File: src/hdl/odm_pkg.sv
// ----------------------------------------------------------------------------
// odm_pkg
// Shared types, codes, reset values and the capped square root function
// for the occupancy distance map.
// ----------------------------------------------------------------------------
`timescale 1ns / 1ps

package odm_pkg;

   // default sizes for the top level parameters
   localparam int MAP_W_DEF     = 256;
   localparam int MAP_H_DEF     = 128;
   localparam int GRID_SIZE_DEF = 5;
   localparam int MAX_REACH_DEF = 31;

   // field widths
   localparam int DIST_W     = 5;
   localparam int CMD_W      = 2;
   localparam int POS_W      = 16;
   localparam int CSR_IDX_W  = 3;
   localparam int CSR_DATA_W = 15;
   localparam int QUOT_W     = 16;
   localparam int SQ_W       = 14;

   typedef logic [DIST_W-1:0] dist_type;

   // command codes
   localparam logic [CMD_W-1:0] CMD_CLEAR = 2'd0;
   localparam logic [CMD_W-1:0] CMD_MARK  = 2'd1;
   localparam logic [CMD_W-1:0] CMD_QUERY = 2'd2;

   // register indexes
   localparam logic [CSR_IDX_W-1:0] CSR_MAP_WIDTH   = 3'd0;
   localparam logic [CSR_IDX_W-1:0] CSR_MAP_HEIGHT  = 3'd1;
   localparam logic [CSR_IDX_W-1:0] CSR_MAX_DIST    = 3'd2;
   localparam logic [CSR_IDX_W-1:0] CSR_HALF_WIDTH  = 3'd3;
   localparam logic [CSR_IDX_W-1:0] CSR_HALF_HEIGHT = 3'd4;

   // register reset values
   localparam logic [8:0]  RST_MAP_WIDTH   = 9'd256;
   localparam logic [7:0]  RST_MAP_HEIGHT  = 8'd128;
   localparam dist_type    RST_MAX_DIST    = 5'd20;
   localparam logic [14:0] RST_HALF_WIDTH  = 15'd640;
   localparam logic [14:0] RST_HALF_HEIGHT = 15'd320;

   // floor of the square root, capped at 31: counts the squares not above sq
   function automatic dist_type isqrt_cap(input logic [SQ_W-1:0] sq);
      int       k;
      dist_type cnt;
      cnt = '0;
      for (k = 1; k < 32; k++) begin
         if (sq >= SQ_W'(k * k)) begin
            cnt = cnt + dist_type'(1);
         end
      end
      return cnt;
   endfunction

endpackage

File: src/hdl/odm_div.sv
// ----------------------------------------------------------------------------
// odm_div
// Division by a constant through a reciprocal multiply, the quotient
// registered on start.
// ----------------------------------------------------------------------------
`timescale 1ns / 1ps

module odm_div #(
   parameter int DIVISOR = odm_pkg::GRID_SIZE_DEF
) (
   input  logic                       clock,
   input  logic                       reset,
   input  logic                       start,
   input  logic [odm_pkg::QUOT_W-1:0] dividend,
   output logic                       done,
   output logic [odm_pkg::QUOT_W-1:0] quotient
);

   localparam int QW  = odm_pkg::QUOT_W;
   localparam int SH  = QW + $clog2(DIVISOR);
   localparam int MW  = QW + 2;
   localparam int PRW = QW + MW;
   // ceil(2^SH / DIVISOR) gives the exact floor for every QW-bit dividend
   localparam longint RECIP_L =
      ((longint'(1) << SH) + longint'(DIVISOR) - longint'(1)) / longint'(DIVISOR);
   localparam logic [MW-1:0] RECIP = MW'(RECIP_L);

   logic            done_ff;
   logic [QW-1:0]   quot_ff;
   logic [PRW-1:0]  prod;

   // dividend times the scaled reciprocal
   always_comb begin
      prod = PRW'(dividend) * PRW'(RECIP);
   end

   // done is start, registered
   always_ff @(posedge clock) begin
      if (reset) begin
         done_ff <= 1'b0;
      end else begin
         done_ff <= start;
      end
   end

   // quotient is the product shifted down, held until the next start
   always_ff @(posedge clock) begin
      if (start) begin
         quot_ff <= QW'(prod >> SH);
      end
   end

   assign done     = done_ff;
   assign quotient = quot_ff;

endmodule

File: config.mk
export PLATFORM = sky130hd
export DESIGN_NAME = odm_div
export DESIGN_NICKNAME = d
export VERILOG_FILES = /design/src/hdl/odm_pkg.sv /design/src/hdl/odm_div.sv
export SDC_FILE = /design/constraint.sdc
export NUM_CORES = 1
export LEC_CHECK = 0
export ABC_CLOCK_PERIOD_IN_PS = 5650
export BUFFER_PORTS_ARGS = -buffer_cell sky130_fd_sc_hd__buf_2
export CAP_MARGIN = 20
export CORE_AREA = 2 2 98 100
export DETAILED_ROUTE_END_ITERATION = 10
export DIE_AREA = 0 0 100 102
export PLACE_DENSITY = 0.76
export SYNTH_ARGS = -nofsm -noshare
export SYNTH_HDL_FRONTEND = slang
export SYNTH_SLANG_ARGS = --single-unit
File: constraint.sdc
create_clock -name clock -period 5.65 [get_ports clock]
set_clock_uncertainty 0.2 [all_clocks]
set_input_delay 0.8475 -clock clock [delete_from_list [all_inputs] [get_ports clock]]
set_output_delay 0.8475 -clock clock [all_outputs]
set_load 0.01 [all_outputs]
==> key figures, run 1 <==
Run status
  – Outcome: completed

Min path
  – Hold Path Sink: done
  – Hold Crit Depth: 2
  – Hold Path Class: in2reg
  – Min-delay src: reset

Placed design
  – Detail Placement HPWL: 11,200 µm
  – Final Wtd Congestion: 0.996
  – # port buffers: 33

Final layout
  – Fin nets: 882
  – Layout area overhead: 25.5%
  – Share of layout cells above drive strength 1: 26.5%
  – Antenna Cells: 0

Clock network
  – Hold_buf cts: 0
  – CTS tree: yes
  – Clock Path Buffers: 2
  – Clk root buf: clkbuf_8
  – # clock sinks: 15
  – Register clock-pin slew on the reported worst setup and hold paths: 60 ps
  – H-tree depth: 1
  – Total CTS buffers: 3

Yosys
  – Post-synth EDFFs: 14
  – Post-synthesis simple-gate area fraction: 6.53%
  – Adder-cell area share of the yosys netlist: 61.6%
  – Post-synthesis compound-gate area fraction: 8.01%
  – Post-Syn Instances: 530
  – Seq cells post-synth: 15
  – Syn Area/Cell: 9.87 µm²
  – Main combinational cell family by area after synthesis: adder cells
  – Multiplexer area fraction after synthesis: 0%
  – Synth Flop Type: edfxtp_1
  – Sequential share of the synthesized area: 8.42%
  – Post-Syn Area: 0.00523 mm²
  – Xor/xnor share of the synthesized area: 3.01%
  – Yosys warning count: 0
  – Cell variety after synth: 55
  – Fraction of registers with async set/reset: 0%

Route
  – DR iter-0 viols: 112
  – Wire per inst: 17.0 µm
  – Vias/cell: 5.35
  – Via count: 4,084
  – DR pass1 iterations: 5
  – Detailed Route WL: 12,900 µm
  – Antenna viol nets, final: 0
  – # DRC: 0

STA
  – Period utilisation layout: 99.7%
  – Worst Tran Pin Value: 506 ps
  – Final setup viols: 0
  – Setup TNS: 0 ps
  – Min cycle time layout: 5630 ps
  – Count of final max-slew check failures: 0
  – Final hold viol count: 0
  – Max Clock Freq: 177 MHz
  – RSZ-0062 raised after global routing: true
  – Max-Slew Margin vs Limit: 66.0%

GRT
  – Initial antenna violation count: 0
  – Vias in the first global route: 4,488
  – Total global routing track utilization: 25.9%
  – First-pass GRT wire length: 20,600 µm
  – Pin count of the biggest net entering global routing: 16
  – Total congestion overflow: 0

Die
  – Core ar.: 0.00911 mm²
  – Ports: 36
  – Die X: 100 µm
  – Initial Util: 57.4%
  – Die area: 0.0102 mm²
  – Row Count: 35
  – Die span in y: 102 µm

Critical path
  – Critical Path AT: 5440 ps
  – CP top delay family: adder cells
  – Crit-path most repeated cell: fa_1
  – Critical path required time: 5450 ps
  – Max stage delay cell, worst path: fa_1
  – CP startpoint kind: input pin
  – Crit-path cells: buf_8 > ha_4 > inv_4 > fa_1 > inv_1 > fa_1 > fa_2 > fa_1 > inv_1 > fa_1 > inv_2 > ha_4 > and3_4 > nand3_2 > and2b_2 > o31a_1 > o31a_2 > xor2_1
  – CP Launch Point: dividend[7]
  – Delay of the slowest critical-path stage: 530 ps
  – Critical path peak fanout: 5
  – Crit. End Element: flip-flop
  – Critical path depth: 18
  – CP bufs+invs: 5
  – Critical path class: in2reg

Job
  – Number of max-cap violations: 0
-- cell usage in the layout, fill, tap and decap left out, drive strengths merged, types with 3 or more instances in the layout --
cell type,instances
buf,121
o21ai,9
xnor2,9
nor3b,3
a21oi,11
nand3,8
edfxtp,14
ha,131
inv,165
o31a,3
fa,79
o21a,4
a21o,6
o211ai,6
nor2b,3
nor2,8
and3,4
clkbuf,5
a2111oi,3
nor3,3
nand2,15
xor2,9
-- area by class of cell --
cell class              count  area [µm²]
clock buffers               4        45.0
fillers                   633        2540
inverters                 165         622
multi-input cells         346        4450
flip-flops and latches     15         440
well taps                 111         139
repair buffers            122         871
-- worst max path at each step --
stage	end	slack, ps
after floorplan	quotient[10]	-8
after global placement	quotient[10]	-290
after detailed placement	quotient[10]	-370
after CTS	quotient[10]	2
after global routing	quotient[11]	-90
final	quotient[11]	20
-- registers in the layout (all words and copies together), names as in the netlist --
signal / flops
quotient: 14
done: 1
-- Yosys cell counts, types with 3 or more instances --
| cell type | n | area, µm² |
|---|---|---|
| a21o_1 | 6 | 45.0 |
| a21oi_1 | 10 | 50.1 |
| and3_1 | 3 | 18.8 |
| edfxtp_1 | 14 | 420 |
| fa_1 | 79 | 1580 |
| ha_1 | 131 | 1640 |
| inv_1 | 165 | 619 |
| nand2_1 | 15 | 56.3 |
| nand3_1 | 8 | 40.0 |
| nor2_1 | 8 | 30.0 |
| nor2b_1 | 3 | 18.8 |
| nor3b_1 | 3 | 22.5 |
| o211ai_1 | 6 | 45.0 |
| o21a_1 | 3 | 22.5 |
| o21ai_0 | 8 | 40.0 |
| xnor2_1 | 9 | 78.8 |
| xor2_1 | 9 | 78.8 |
-- timing repair --
| item | CTS | global route |
|---|---|---|
| gates resized for setup | 9 | 47 |
| hold endpoints to repair | 0 | 0 |
| pin swaps | 4 | 25 |
| setup buffers | 1 | 4 |
| cloned | 0 | 0 |
| endpoints found under the setup margin | 5 | 10 |
-- stage by stage --
step / hold slack (ps) / util, % / instances / area, µm² / setup slack (ps)
finish: 556 / 72.1 / 763 / 6570 / 16.0
global route: 565 / 72.1 / 763 / 6570 / -92.2
CTS: 559 / 69.1 / 759 / 6300 / 2.19
detailed placement: 820 / 68.0 / 754 / 6200 / -367
global placement: 802 / 68.0 / 754 / 6200 / -288
floorplan: 719 / - / 531 / 5300 / -7.97
-- cells by family (layout without fill, tap and decap cells) --
group,after synthesis,after routing
XOR/XNOR,18,18
AND/OR/NAND/NOR,60,60
buffers and inverters,170,291
adder cells (fa/ha/maj),210,210
other,1,2
flip-flops,15,15
AO/OA/AOI/OAI,56,56
-- per-layer routing --
| metal | routed length [µm] | vias up | GRT usage, % |
|---|---|---|---|
| met3 | 684 | 23 | 4.31 |
| met4 | 312 | 0 | 6.01 |
| met5 | 0 | - | 0 |
| met2 | 6620 | 101 | 46.3 |
| met1 | 5320 | 2016 | 33.1 |
| li1 | - | 1944 | - |
Power of run 1 is not shown: default switching activity piles up to over one toggle a cycle in this logic, so the estimate is an artifact.
==> run 2, diff against run 1 <==
==> config.mk (replaced) <==
export PLATFORM = sky130hd
export DESIGN_NAME = odm_div
export DESIGN_NICKNAME = d
export VERILOG_FILES = /design/src/hdl/odm_pkg.sv /design/src/hdl/odm_div.sv
export SDC_FILE = /design/constraint.sdc
export NUM_CORES = 1
export LEC_CHECK = 0
export ABC_CLOCK_PERIOD_IN_PS = 5600
export BUFFER_PORTS_ARGS = -buffer_cell sky130_fd_sc_hd__buf_2
export CAP_MARGIN = 20
export CORE_AREA = 2 2 94 96
export DETAILED_ROUTE_END_ITERATION = 10
export DIE_AREA = 0 0 96 98
export PLACE_DENSITY = 0.79
export SYNTH_ARGS = -nofsm -noshare
export SYNTH_HDL_FRONTEND = slang
export SYNTH_SLANG_ARGS = --single-unit
==> constraint.sdc (replaced) <==
create_clock -name clock -period 5.6 [get_ports clock]
set_clock_uncertainty 0.2 [all_clocks]
set_input_delay 0.84 -clock clock [delete_from_list [all_inputs] [get_ports clock]]
set_output_delay 0.84 -clock clock [all_outputs]
set_load 0.01 [all_outputs]
==> key figures, run 2 (synthesis gave the netlist of run 1 again) <==
Clock network
  – CTS tree: yes
  – Total CTS buffers: 3 (unchanged)
  – Clk root buf: clkbuf_8
  – H-tree depth: 1 (unchanged)
  – Hold_buf cts: 0 (unchanged)
  – Register clock-pin slew on the reported worst setup and hold paths: 60 ps (about the same)
  – Clock Path Buffers: 2 (unchanged)
  – # clock sinks: 15 (unchanged)

STA
  – Final setup margin: -90.5 ps (-106 ps)
  – Min cycle time layout: 5690 ps
  – RSZ-0062 raised after global routing: true
  – Period utilisation layout: 102%
  – Min Hold Slack: 545 ps (-11.4 ps)
  – Count of final max-slew check failures: 0 (unchanged)
  – Max Clock Freq: 176 MHz
  – Final setup viols: 5 (+5)
  – Final hold viol count: 0 (unchanged)

Final layout
  – Antenna Cells: 0 (unchanged)
  – Layout area overhead: 24.4%
  – Fin nets: 878 (-0.45%)
  – Commonest non-fill, non-tap cells in the layout: inv_1 (161), ha_1 (116), buf_4 (86)
  – Share of layout cells above drive strength 1: 25.8% (-0.76 points)
  – Largest register FFs: 14 (unchanged)
  – Final cell utilization of the core: 76.9% (+4.8 points)
  – Most common cell after layout, fill and taps aside: inv_1
  – Final Non-Filler Cells: 756 (-0.92%)

Critical path
  – Critical path peak fanout: 5 (unchanged)
  – Critical path class: in2reg
  – Critical Path AT: 5480 ps (+40 ps)
  – Crit. End Element: flip-flop
  – CP startpoint kind: input pin
  – Critical path required time: 5390 ps (-60 ps)

Placed design
  – Final Wtd Congestion: 0.985 (-1.1%)
  – # port buffers: 33 (unchanged)
  – Detail Placement HPWL: 11,500 µm (+2.2%)
  – Place WS: -399 ps (-32.4 ps)
  – Number of instances in the placed design: 749 (-0.66%)

Route
  – Via count: 4,252 (+4.1%)
  – Antenna viol nets, final: 0 (unchanged)
  – # DRC: 0 (unchanged)
  – DR iter-0 viols: 223 (+99%)
  – Wire per inst: 18.2 µm (+7.5%)
  – DR pass1 iterations: 5 (unchanged)
  – Detailed Route WL: 13,800 µm (+6.6%)
  – Vias/cell: 5.62 (+5.1%)

Die
  – Row Count: 34 (-2.9%)
  – Die X: 96 µm (-4.0%)
  – Die area: 0.00941 mm² (-7.8%)
  – Core ar.: 0.00847 mm² (-7.1%)
  – Die span in y: 98 µm (-3.9%)
  – Ports: 36 (unchanged)
  – Initial Util: 61.8% (+4.4 points)

Min path
  – Hold Path Class: in2reg
  – Hold Crit Depth: 2 (unchanged)

Run status
  – Outcome: finished with violations
  – Failing checks: setup timing

GRT
  – First-pass GRT wire length: 20,500 µm (-0.64%)
  – Vias in the first global route: 4,484 (-0.089%)
  – Total global routing track utilization: 28.4% (+2.6 points)
  – Pin count of the biggest net entering global routing: 16 (unchanged)
  – Initial antenna violation count: 0 (unchanged)
  – Total congestion overflow: 0 (unchanged)

Job
  – Number of max-cap violations: 0 (unchanged)
## run 2: changes by cell type in the layout (fill, tap and decap cells not counted), moves of 2 or more
cell	change
inv_1	+3
buf_6	-2
buf_4	-4
o21ai_2	+3
ha_4	-3
buf_2	+2
ha_1	+3
xor2_1	+2
inv_2	-3
xor2_2	-2
o21ai_1	-3
## run 2: cell type report
cell class	instances	area, µm²
timing repair buffer	118	828
inverter	165	622
fill	529	1960
tap	108	135
clock buffer	4	45.0
multi-input combinational	346	4440
sequential	15	440
## run 2: critical path: stages
cell and delay (ps):
buf_2 150, ha_4 280, xor2_1 200, ha_1 280
fa_1 510, fa_1 430, fa_1 510, inv_1 70
fa_1 500, inv_1 90, ha_4 270, a21oi_2 190
o21ai_2 90, a31o_4 250, o31a_1 360, o31a_2 320
xor2_1 140
## run 2: through the flow
stage	instance area [µm²]	TNS [ps]
2_1_floorplan	5310	-86.8
3_3_place_gp	6190	-2010
3_5_place_dp	6190	-3250
4_1_cts	6380	0
5_1_grt	6510	-689
6_report	6510	-285
## run 2: what timing repair did
action | 4_1_cts | 5_1_grt
pin swaps | 7 | 8
setup buffers | 3 | 0
setup endpoints to repair | 8 | 9
resized for setup | 23 | 21
## run 2: worst paths after layout
path                   startpoint      endpoint  slack, ps
worst max-delay path  dividend[1]  quotient[11]        -90
worst min-delay path        reset          done        540
## run 2: layer usage
metal	vias to the layer above	global-route usage, %	part of all wire (%)
met4	0	9.78	4.6
li1	1928	-	-
met5	-	0	0
met1	2092	35.2	38
met3	57	4.71	5.6
met2	175	49.5	52
Power of run 2 is left out for the same reason.
