==> config.mk <==
export PLATFORM = sky130hd
export DESIGN_NAME = odm_walk
export DESIGN_NICKNAME = d
export VERILOG_FILES = /design/src/hdl/odm_pkg.sv /design/src/hdl/odm_walk.sv
export SDC_FILE = /design/constraint.sdc
export NUM_CORES = 1
export LEC_CHECK = 0
export BUFFER_PORTS_ARGS = -buffer_cell sky130_fd_sc_hd__buf_4
export CAP_MARGIN = 40
export CORE_MARGIN = 4
export CORE_UTILIZATION = 55
export CTS_BUF_LIST = sky130_fd_sc_hd__clkbuf_4 sky130_fd_sc_hd__clkbuf_8
export DETAILED_ROUTE_END_ITERATION = 8
export GPL_TIMING_DRIVEN = 0
export PLACE_DENSITY = 0.79
export SYNTH_ARGS = -nofsm -noshare
export SYNTH_HDL_FRONTEND = slang
export SYNTH_SLANG_ARGS = --single-unit
==> constraint.sdc <==
create_clock -name clock -period 17.45 [get_ports clock]
set_clock_uncertainty 0.1 [all_clocks]
set_input_delay 3.49 -clock clock [delete_from_list [all_inputs] [get_ports clock]]
set_output_delay 3.49 -clock clock [all_outputs]
set_load 0.05 [all_outputs]
==> src/hdl/odm_pkg.sv <==
// ----------------------------------------------------------------------------
// odm_pkg
// Shared types, codes, reset values and the capped square root function
// for the occupancy distance map.
// ----------------------------------------------------------------------------
`timescale 1ns / 1ps

package odm_pkg;

   // default sizes for the top level parameters
   localparam int MAP_W_DEF     = 256;
   localparam int MAP_H_DEF     = 128;
   localparam int GRID_SIZE_DEF = 5;
   localparam int MAX_REACH_DEF = 31;

   // field widths
   localparam int DIST_W     = 5;
   localparam int CMD_W      = 2;
   localparam int POS_W      = 16;
   localparam int CSR_IDX_W  = 3;
   localparam int CSR_DATA_W = 15;
   localparam int QUOT_W     = 16;
   localparam int SQ_W       = 14;

   typedef logic [DIST_W-1:0] dist_type;

   // command codes
   localparam logic [CMD_W-1:0] CMD_CLEAR = 2'd0;
   localparam logic [CMD_W-1:0] CMD_MARK  = 2'd1;
   localparam logic [CMD_W-1:0] CMD_QUERY = 2'd2;

   // register indexes
   localparam logic [CSR_IDX_W-1:0] CSR_MAP_WIDTH   = 3'd0;
   localparam logic [CSR_IDX_W-1:0] CSR_MAP_HEIGHT  = 3'd1;
   localparam logic [CSR_IDX_W-1:0] CSR_MAX_DIST    = 3'd2;
   localparam logic [CSR_IDX_W-1:0] CSR_HALF_WIDTH  = 3'd3;
   localparam logic [CSR_IDX_W-1:0] CSR_HALF_HEIGHT = 3'd4;

   // register reset values
   localparam logic [8:0]  RST_MAP_WIDTH   = 9'd256;
   localparam logic [7:0]  RST_MAP_HEIGHT  = 8'd128;
   localparam dist_type    RST_MAX_DIST    = 5'd20;
   localparam logic [14:0] RST_HALF_WIDTH  = 15'd640;
   localparam logic [14:0] RST_HALF_HEIGHT = 15'd320;

   // floor of the square root, capped at 31: counts the squares not above sq
   function automatic dist_type isqrt_cap(input logic [SQ_W-1:0] sq);
      int       k;
      dist_type cnt;
      cnt = '0;
      for (k = 1; k < 32; k++) begin
         if (sq >= SQ_W'(k * k)) begin
            cnt = cnt + dist_type'(1);
         end
      end
      return cnt;
   endfunction

endpackage

==> src/hdl/odm_walk.sv <==
// ----------------------------------------------------------------------------
// odm_walk
// Mark window walker: steps over the square window around a cell and does
// one read-modify-write of the store per cycle through a short pipeline.
// ----------------------------------------------------------------------------
`timescale 1ns / 1ps

module odm_walk #(
   parameter int MAP_W     = odm_pkg::MAP_W_DEF,
   parameter int MAP_H     = odm_pkg::MAP_H_DEF,
   parameter int MAX_REACH = odm_pkg::MAX_REACH_DEF
) (
   input  logic                                   clock,
   input  logic                                   reset,
   input  logic                                   start,
   input  logic signed [odm_pkg::POS_W-1:0]       center_x,
   input  logic signed [odm_pkg::POS_W-1:0]       center_y,
   input  logic [$clog2(MAX_REACH+1)-1:0]         radius,
   input  logic [$clog2(MAP_W+1)-1:0]             used_w,
   input  logic [$clog2(MAP_H+1)-1:0]             used_h,
   input  odm_pkg::dist_type                      rd_data,
   output logic                                   rd_en,
   output logic [((MAP_W*MAP_H > 1) ? $clog2(MAP_W*MAP_H) : 1)-1:0] rd_addr,
   output logic                                   wr_en,
   output logic [((MAP_W*MAP_H > 1) ? $clog2(MAP_W*MAP_H) : 1)-1:0] wr_addr,
   output odm_pkg::dist_type                      wr_data,
   output logic                                   done
);

   localparam int WW    = $clog2(MAP_W + 1);
   localparam int HW    = $clog2(MAP_H + 1);
   localparam int XW    = (MAP_W > 1) ? $clog2(MAP_W) : 1;
   localparam int YW    = (MAP_H > 1) ? $clog2(MAP_H) : 1;
   localparam int DEPTH = MAP_W * MAP_H;
   localparam int AW    = (DEPTH > 1) ? $clog2(DEPTH) : 1;
   localparam int RW    = $clog2(MAX_REACH + 1);
   localparam int DW    = RW + 1;
   localparam int SQW   = 2 * DW;
   localparam int CW    = odm_pkg::POS_W + 2;
   localparam int PW    = YW + WW;

   // window sequencer
   logic                  run_ff;
   logic signed [DW-1:0]  dx_ff;
   logic signed [DW-1:0]  dy_ff;
   logic signed [DW-1:0]  r_s;
   logic signed [DW-1:0]  r_neg;
   logic                  last_pt;

   // stage a: cell coordinates and squared distance
   logic signed [CW-1:0]  nx;
   logic signed [CW-1:0]  ny;
   logic                  x_in;
   logic                  y_in;
   logic signed [SQW-1:0] dxe;
   logic signed [SQW-1:0] dye;
   logic [SQW-1:0]        sq;
   logic                  a_vld_ff;
   logic                  a_last_ff;
   logic [XW-1:0]         a_nx_ff;
   logic [YW-1:0]         a_ny_ff;
   logic [SQW-1:0]        a_sq_ff;

   // stage b: store address and distance, read issued
   logic [PW-1:0]         prod;
   logic                  b_vld_ff;
   logic                  b_last_ff;
   logic [AW-1:0]         b_addr_ff;
   odm_pkg::dist_type     b_d_ff;

   // stage c: read data back, compare and write
   logic                  c_vld_ff;
   logic                  c_last_ff;
   logic [AW-1:0]         c_addr_ff;
   odm_pkg::dist_type     c_d_ff;

   assign r_s     = $signed({1'b0, radius});
   assign r_neg   = -r_s;
   assign last_pt = (dx_ff == r_s) && (dy_ff == r_s);

   // sequencer: dx outer, dy inner, both from -r to r
   always_ff @(posedge clock) begin
      if (reset) begin
         run_ff <= 1'b0;
      end else if (start) begin
         run_ff <= 1'b1;
      end else if (run_ff && last_pt) begin
         run_ff <= 1'b0;
      end
   end

   always_ff @(posedge clock) begin
      if (start) begin
         dx_ff <= r_neg;
         dy_ff <= r_neg;
      end else if (run_ff) begin
         if (dy_ff == r_s) begin
            dy_ff <= r_neg;
            dx_ff <= dx_ff + DW'(1);
         end else begin
            dy_ff <= dy_ff + DW'(1);
         end
      end
   end

   // cell position, grid check and squared offset
   always_comb begin
      nx   = CW'(center_x) + CW'(dx_ff);
      ny   = CW'(center_y) + CW'(dy_ff);
      x_in = !nx[CW-1] && (nx[CW-2:0] < (CW-1)'(used_w));
      y_in = !ny[CW-1] && (ny[CW-2:0] < (CW-1)'(used_h));
      dxe  = SQW'(dx_ff);
      dye  = SQW'(dy_ff);
      sq   = dxe * dxe + dye * dye;
   end

   // row-major address with the width in use
   assign prod = PW'(a_ny_ff) * PW'(used_w) + PW'(a_nx_ff);

   // pipeline control
   always_ff @(posedge clock) begin
      if (reset) begin
         a_vld_ff  <= 1'b0;
         a_last_ff <= 1'b0;
         b_vld_ff  <= 1'b0;
         b_last_ff <= 1'b0;
         c_vld_ff  <= 1'b0;
         c_last_ff <= 1'b0;
      end else begin
         a_vld_ff  <= run_ff && x_in && y_in;
         a_last_ff <= run_ff && last_pt;
         b_vld_ff  <= a_vld_ff;
         b_last_ff <= a_last_ff;
         c_vld_ff  <= b_vld_ff;
         c_last_ff <= b_last_ff;
      end
   end

   // pipeline payload
   always_ff @(posedge clock) begin
      a_nx_ff   <= nx[XW-1:0];
      a_ny_ff   <= ny[YW-1:0];
      a_sq_ff   <= sq;
      b_addr_ff <= prod[AW-1:0];
      b_d_ff    <= odm_pkg::isqrt_cap(odm_pkg::SQ_W'(a_sq_ff));
      c_addr_ff <= b_addr_ff;
      c_d_ff    <= b_d_ff;
   end

   assign rd_en   = b_vld_ff;
   assign rd_addr = b_addr_ff;
   assign wr_en   = c_vld_ff && (c_d_ff < rd_data);
   assign wr_addr = c_addr_ff;
   assign wr_data = c_d_ff;
   assign done    = c_last_ff;

   // cells of one window are distinct, so a write never meets a read of its entry
   a_no_overlap: assert property (@(posedge clock) disable iff (reset)
      (wr_en && rd_en) |-> (wr_addr != rd_addr))
      else $error("walk write and read hit the same entry");

endmodule

==> results.md, run 1 <==
- Syn nets: ~1,900
- Register area share after synthesis: 14.1%
- Routed length on met2: 15.1 mm
- Worst path required time: 17.61 ns
- Slew @ Worst Pin: 0.862 ns
- Slew headroom: 42.1%
- Die H: 162 um
- Layout cells sized above 1: between 10% and 20%
- Commonest non-fill, non-tap cell in the layout: inv_1
- Gr ovfl total: 0
- Hpwl dp: 25.1 mm
- Max_cap viols: 0
- Post-CTS Hold Buffers: 0
- Final GP Congestion: approximately 0.9
- Mapped cell area: approximately 13,000 sq um
- CP endpoint kind: register
- CP max-delay cell: or4_4
- WL/cell: 15.5 um
- Detailed Route Iter0 Violations: 860
- Syn Inst Count: between 1,500 and 2,000
- Util after Layout: ~62%
- CP max FO: 18
- Antenna diodes: 0
- Worst Hold Class: reg2reg
- YS warnings: 0
- Post-Syn Area per Cell: 8.52 sq um
- Number of global-route vias before repair: 11,300
- CTS Buf Count: 9
- Met1 WL: 13.6 mm
- DRT Pass-1 Iters: 6
- R2R Setup Slk: between 1 and 1.5 ns
- TritonCTS clock tree: done
- Fin. Hold Viols: 0
- Core footprint: about 23,000 sq um
- Row count: 56
- Number of remaining DRC errors: 0
- Crit path time final: 16.27 ns
- Avg Vias per Cell: 5.58
- Io pins: 100
- Metal3 WL: 1.34 mm
- FFs w/ async S/R, synth: 0%
- Post-DRT Antenna Nets: 0
- Clk root buf: clkbuf_8
- PortBufs: 96
- Clock Path Buffers: 2
- Cell mode on critical path: ha_1
- Nets: between 1,500 and 2,000
- Starting density of the core: around 56%
- GRT Total Usage: 23.8%
- Clk_lat worst skew: 0.38 ns
- DR vias: ~11,000
- Chip Width: 162 um
- Fin. max-slew vios: 0
- Slowest stage delay, CP: 0.55 ns
- Pin count of the biggest net entering global routing: 17
- Status: completed
- First-pass GRT wire length: 52.5 mm
- Crit share post-route: 93.2%
- Yosys reg bits: 86
- Die area: approximately 26,000 sq um
- Highest routed layer: met4
- TritonCTS Sinks: 86
- EDFF count, synth: 12
- Synth Flop Type: dfxtp_1
- Drt total wl: 30.5 mm
- Fmax achieved: approximately 0.061 GHz
- Initial antenna violation count: 0
- Setup CP Type: reg2reg
- Fin Hold WS: 0.233 ns
- Area growth syn-to-layout: 11.0%
- Arr. time, crit path: 16.43 ns
- Most frequent cells in the layout: inv_1 (198), ha_1 (157), nand2_1 (137)
- Synth cell types: 82
- Clock transition at path regs: 0.09 ns
- # H-tree levels: 3
- Startpoint types: register
- Final setup viols: 0
==> per-stage QoR <==
stage	cells	setup TNS, ns	worst slack, ns	instance area, sq um
CTS	1967	0	0.0955	14400
finish	1972	0	1.18	14500
global placement	1952	0	0.196	14200
detailed placement	1953	-0.226	-0.226	14200
global route	1972	-0.113	-0.113	14500
floorplan	1537	0	2.00	13100
==> per-layer routing <==
layer	vias up	global-route usage, %
li1	5418	-
met1	5271	31.7
met2	278	41.8
met3	39	2.61
met4	0	5.34
met5	-	0
==> logic make-up (layout without fill, tap and decap cells) <==
| kind of cell | Yosys count | after routing | synth area share (%) |
|---|---|---|---|
| AO/OA/AOI/OAI | 309 | 309 | 15.4 |
| XOR/XNOR | 185 | 185 | 14.3 |
| adder cells (fa/ha/maj) | 259 | 259 | 30.4 |
| buffers and inverters | 245 | 361 | 7.21 |
| flip-flops | 86 | 86 | 14.1 |
| multiplexers | 30 | 30 | 2.36 |
| AND/OR/NAND/NOR | 423 | 423 | 16.3 |
==> worst paths after layout <==
check | from | end | cells after the start
max | a_sq_ff[11] | b_d_ff[4] | 84
min | b_d_ff[1] | wr_data[1] | 0
max reg2reg | a_sq_ff[11] | b_d_ff[4] | 84
min reg2reg | b_d_ff[1] | wr_data[1] | 0
==> cell usage after synthesis, types with 11 or more instances <==
master    count  area (sq um)
and2_1       52           325
nor3_1       21           105
o21bai_1     25           188
fa_1         99          1980
nand2_1     137           514
dfxtp_1      74          1480
xnor2_1     118          1030
nand2b_1     27           169
o22ai_1      11          68.8
nand4_1      15          93.8
inv_1       199           747
o21a_1       15           113
xor2_1       45           394
nand3_1      24           120
nor2_1       72           270
clkbuf_1     37           139
o21ai_0      53           265
mux2i_1      23           230
a21oi_1      96           480
nor2b_1      21           131
edfxtp_1     12           360
a21o_1       14           105
ha_1        158          1980
==> registers in the layout, indices dropped and copies added (netlist names), 5 cells and up <==
register / cells
a_nx_ff: 8
a_ny_ff: 7
a_sq_ff: 12
b_d_ff: 5
dx_ff: 6
dy_ff: 6
rd_addr: 15
wr_addr: 15
wr_data: 5
==> worst max-delay path: cells and delay by family, from the launching register on <==
kind / cells / cell delay (ns)
buffers and inverters: 4 / 0.45
AO/OA/AOI/OAI: 29 / 4.54
adder cells (fa/ha/maj): 16 / 4.84
AND/OR/NAND/NOR: 22 / 3.32
multiplexers: 2 / 0.60
XOR/XNOR: 11 / 1.93
flip-flops: 1 / 0.38
==> area by class of cell <==
type | count | area [sq um]
repair buffers | 104 | 778
fillers | 2031 | 8940
multi-input cells | 1206 | 10400
clock buffers | 9 | 124
flip-flops and latches | 86 | 1840
well taps | 319 | 399
clock inverters | 6 | 45.0
inverters | 200 | 751
plain buffers | 42 | 190
==> what timing repair did <==
item                                   4_1_cts  5_1_grt
buffers inserted                             0        7
pin swaps                                    0        6
endpoints found under the hold margin        0        0
setup endpoints to repair                    2        4
gates resized for setup                      2       28
Power of run 1 is left out: the tool's default activity adds up to more than one toggle a clock period on the data nets, which glitch-free logic cannot reach.
==> run 2, diff against run 1 <==
--- a/config.mk
+++ b/config.mk
@@ -8,11 +8,11 @@
 export BUFFER_PORTS_ARGS = -buffer_cell sky130_fd_sc_hd__buf_4
 export CAP_MARGIN = 40
 export CORE_MARGIN = 4
-export CORE_UTILIZATION = 55
+export CORE_UTILIZATION = 40
 export CTS_BUF_LIST = sky130_fd_sc_hd__clkbuf_4 sky130_fd_sc_hd__clkbuf_8
 export DETAILED_ROUTE_END_ITERATION = 8
 export GPL_TIMING_DRIVEN = 0
-export PLACE_DENSITY = 0.79
+export PLACE_DENSITY = 0.62
 export SYNTH_ARGS = -nofsm -noshare
 export SYNTH_HDL_FRONTEND = slang
 export SYNTH_SLANG_ARGS = --single-unit
==> results.md, run 2 (same netlist as run 1, synthesis figures left out) <==
- Setup CP Type: reg2reg
- Number of remaining DRC errors: 0 (unchanged)
- Number of global-route vias before repair: 10,800 (-4.6%)
- Crit path time final: 16.12 ns (-0.146 ns)
- Starting density of the core: 41.0% (-15 points)
- Crit share post-route: 92.4% (-0.84 points)
- Hold Path Depth: 0 (unchanged)
- Clock Path Buffers: 2 (unchanged)
- Setup tns final: 0 ns (unchanged)
- Fin. Hold Viols: 0 (unchanged)
- Arr. time, crit path: 16.30 ns (-0.13 ns)
- Layout cells sized above 1: 10.8% (-0.12 points)
- Area growth syn-to-layout: 12.3%
- CP max-delay cell: or4_4
- Slowest stage delay, CP: 0.48 ns (-0.07 ns)
- # H-tree levels: 3 (unchanged)
- Hpwl dp: 25.7 mm (+2.5%)
- Chip Width: 189 um (+16%)
- Most frequent cells in the layout: inv_1 (198), ha_1 (157), nand2_1 (137)
- Clock transition at path regs: 0.09 ns (about the same)
- Nets: 1,967 (-0.051%)
- Commonest non-fill, non-tap cell in the layout: inv_1
- DRT Pass-1 Iters: 5 (-1)
- Pre-CTS setup slack: -0.147 ns (+0.0787 ns)
- Max_cap viols: 0 (unchanged)
- Clk_lat worst skew: 0.40 ns (+0.02 ns)
- Die area: 35,700 sq um (+36%)
- Slew @ Worst Pin: 0.901 ns (+0.0385 ns)
- Post-DRT Antenna Nets: 0 (unchanged)
- Depth of the most critical reg-to-reg path: 85 (+1.2%)
- GRT Total Usage: 17.5% (-6.3 points)
- Initial antenna violation count: 1 (+1)
- Post-route setup slack: 1.33 ns (+0.146 ns)
- TritonCTS Sinks: 86 (unchanged)
- Worst Hold Class: reg2reg
- Fmax achieved: 0.0620 GHz (+0.91%)
- Final GP Congestion: 0.902 (+0.45%)
- Die H: 189 um (+16%)
- Post-CTS Hold Buffers: 0 (unchanged)
- Cell mode on critical path: ha_1
- Util after Layout: 46.0% (-16 points)
- Clk root buf: clkbuf_8
- First-pass GRT wire length: 52.6 mm (+0.14%)
- Fin. max-slew vios: 0 (unchanged)
- Core footprint: 32,000 sq um (+36%)
- CP endpoint kind: register
- Slew headroom: 39.5% (-2.6 points)
- Drt total wl: 30.8 mm (+0.84%)
- Fin Hold WS: 0.231 ns (-0.00150 ns)
- Gr ovfl total: 0 (unchanged)
- Io pins: 100 (unchanged)
- WL/cell: 14.7 um (-4.8%)
- TritonCTS clock tree: done
- Row count: 65 (+16%)
- CP max FO: 18 (unchanged)
- Startpoint types: register
- DR vias: 10,800 (-2.0%)
- Pin count of the biggest net entering global routing: 17 (unchanged)
- Worst path required time: 17.63 ns (+0.02 ns)
- Final setup viols: 0 (unchanged)
- CTS Buf Count: 9 (unchanged)
- Avg Vias per Cell: 5.16 (-7.5%)
- PortBufs: 96 (unchanged)
- Status: completed
- Detailed Route Iter0 Violations: 665 (-23%)
run 2: worst paths after layout:
check | startpoint | end | slack [ns]
max reg2reg | a_sq_ff[8] | b_d_ff[4] | 1.33
max | a_sq_ff[8] | b_d_ff[4] | 1.33
min reg2reg | b_d_ff[2] | wr_data[2] | 0.23
min | b_d_ff[2] | wr_data[2] | 0.23
run 2: routing by layer:
layer	global-route usage, %	share of wire, %	vias up
met4	3.76	1.3	0
met1	23.9	47	5105
met2	29.6	47	223
met5	0	0	-
met3	2.65	4.5	32
li1	-	-	5429
run 2: worst max-delay path: cells and delay by family, from the launching register on:
kind | cells | cell delay (ns)
adder cells (fa/ha/maj) | 16 | 4.72
XOR/XNOR | 12 | 1.90
buffers and inverters | 5 | 0.62
multiplexers | 4 | 0.97
AND/OR/NAND/NOR | 22 | 3.00
AO/OA/AOI/OAI | 26 | 4.30
flip-flops | 1 | 0.31
run 2: cell type report:
class	count	area (sq um)
Sequential cell	86	1840
Clock buffer	11	145
Clock inverter	5	80.1
Tap cell	435	544
Buffer	42	188
Inverter	200	754
Antenna cell	1	2.50
Fill cell	3163	17200
Timing Repair Buffer	103	771
Multi-Input combinational cell	1206	10400
run 2: through the flow:
step	std cells	instance area [sq um]
6_report	2089	14700
5_1_grt	2089	14700
4_1_cts	2084	14600
3_5_place_dp	2069	14400
3_3_place_gp	2068	14400
2_1_floorplan	1537	13100
run 2: timing repair:
item / CTS / global route
gates resized for setup: 1 / 26
cloned: 0 / 0
endpoints found under the hold margin: 0 / 0
setup endpoints to repair: 2 / 4
pin swaps: 0 / 7
buffers inserted: 0 / 6
Power of run 2 is left out for the same reason.
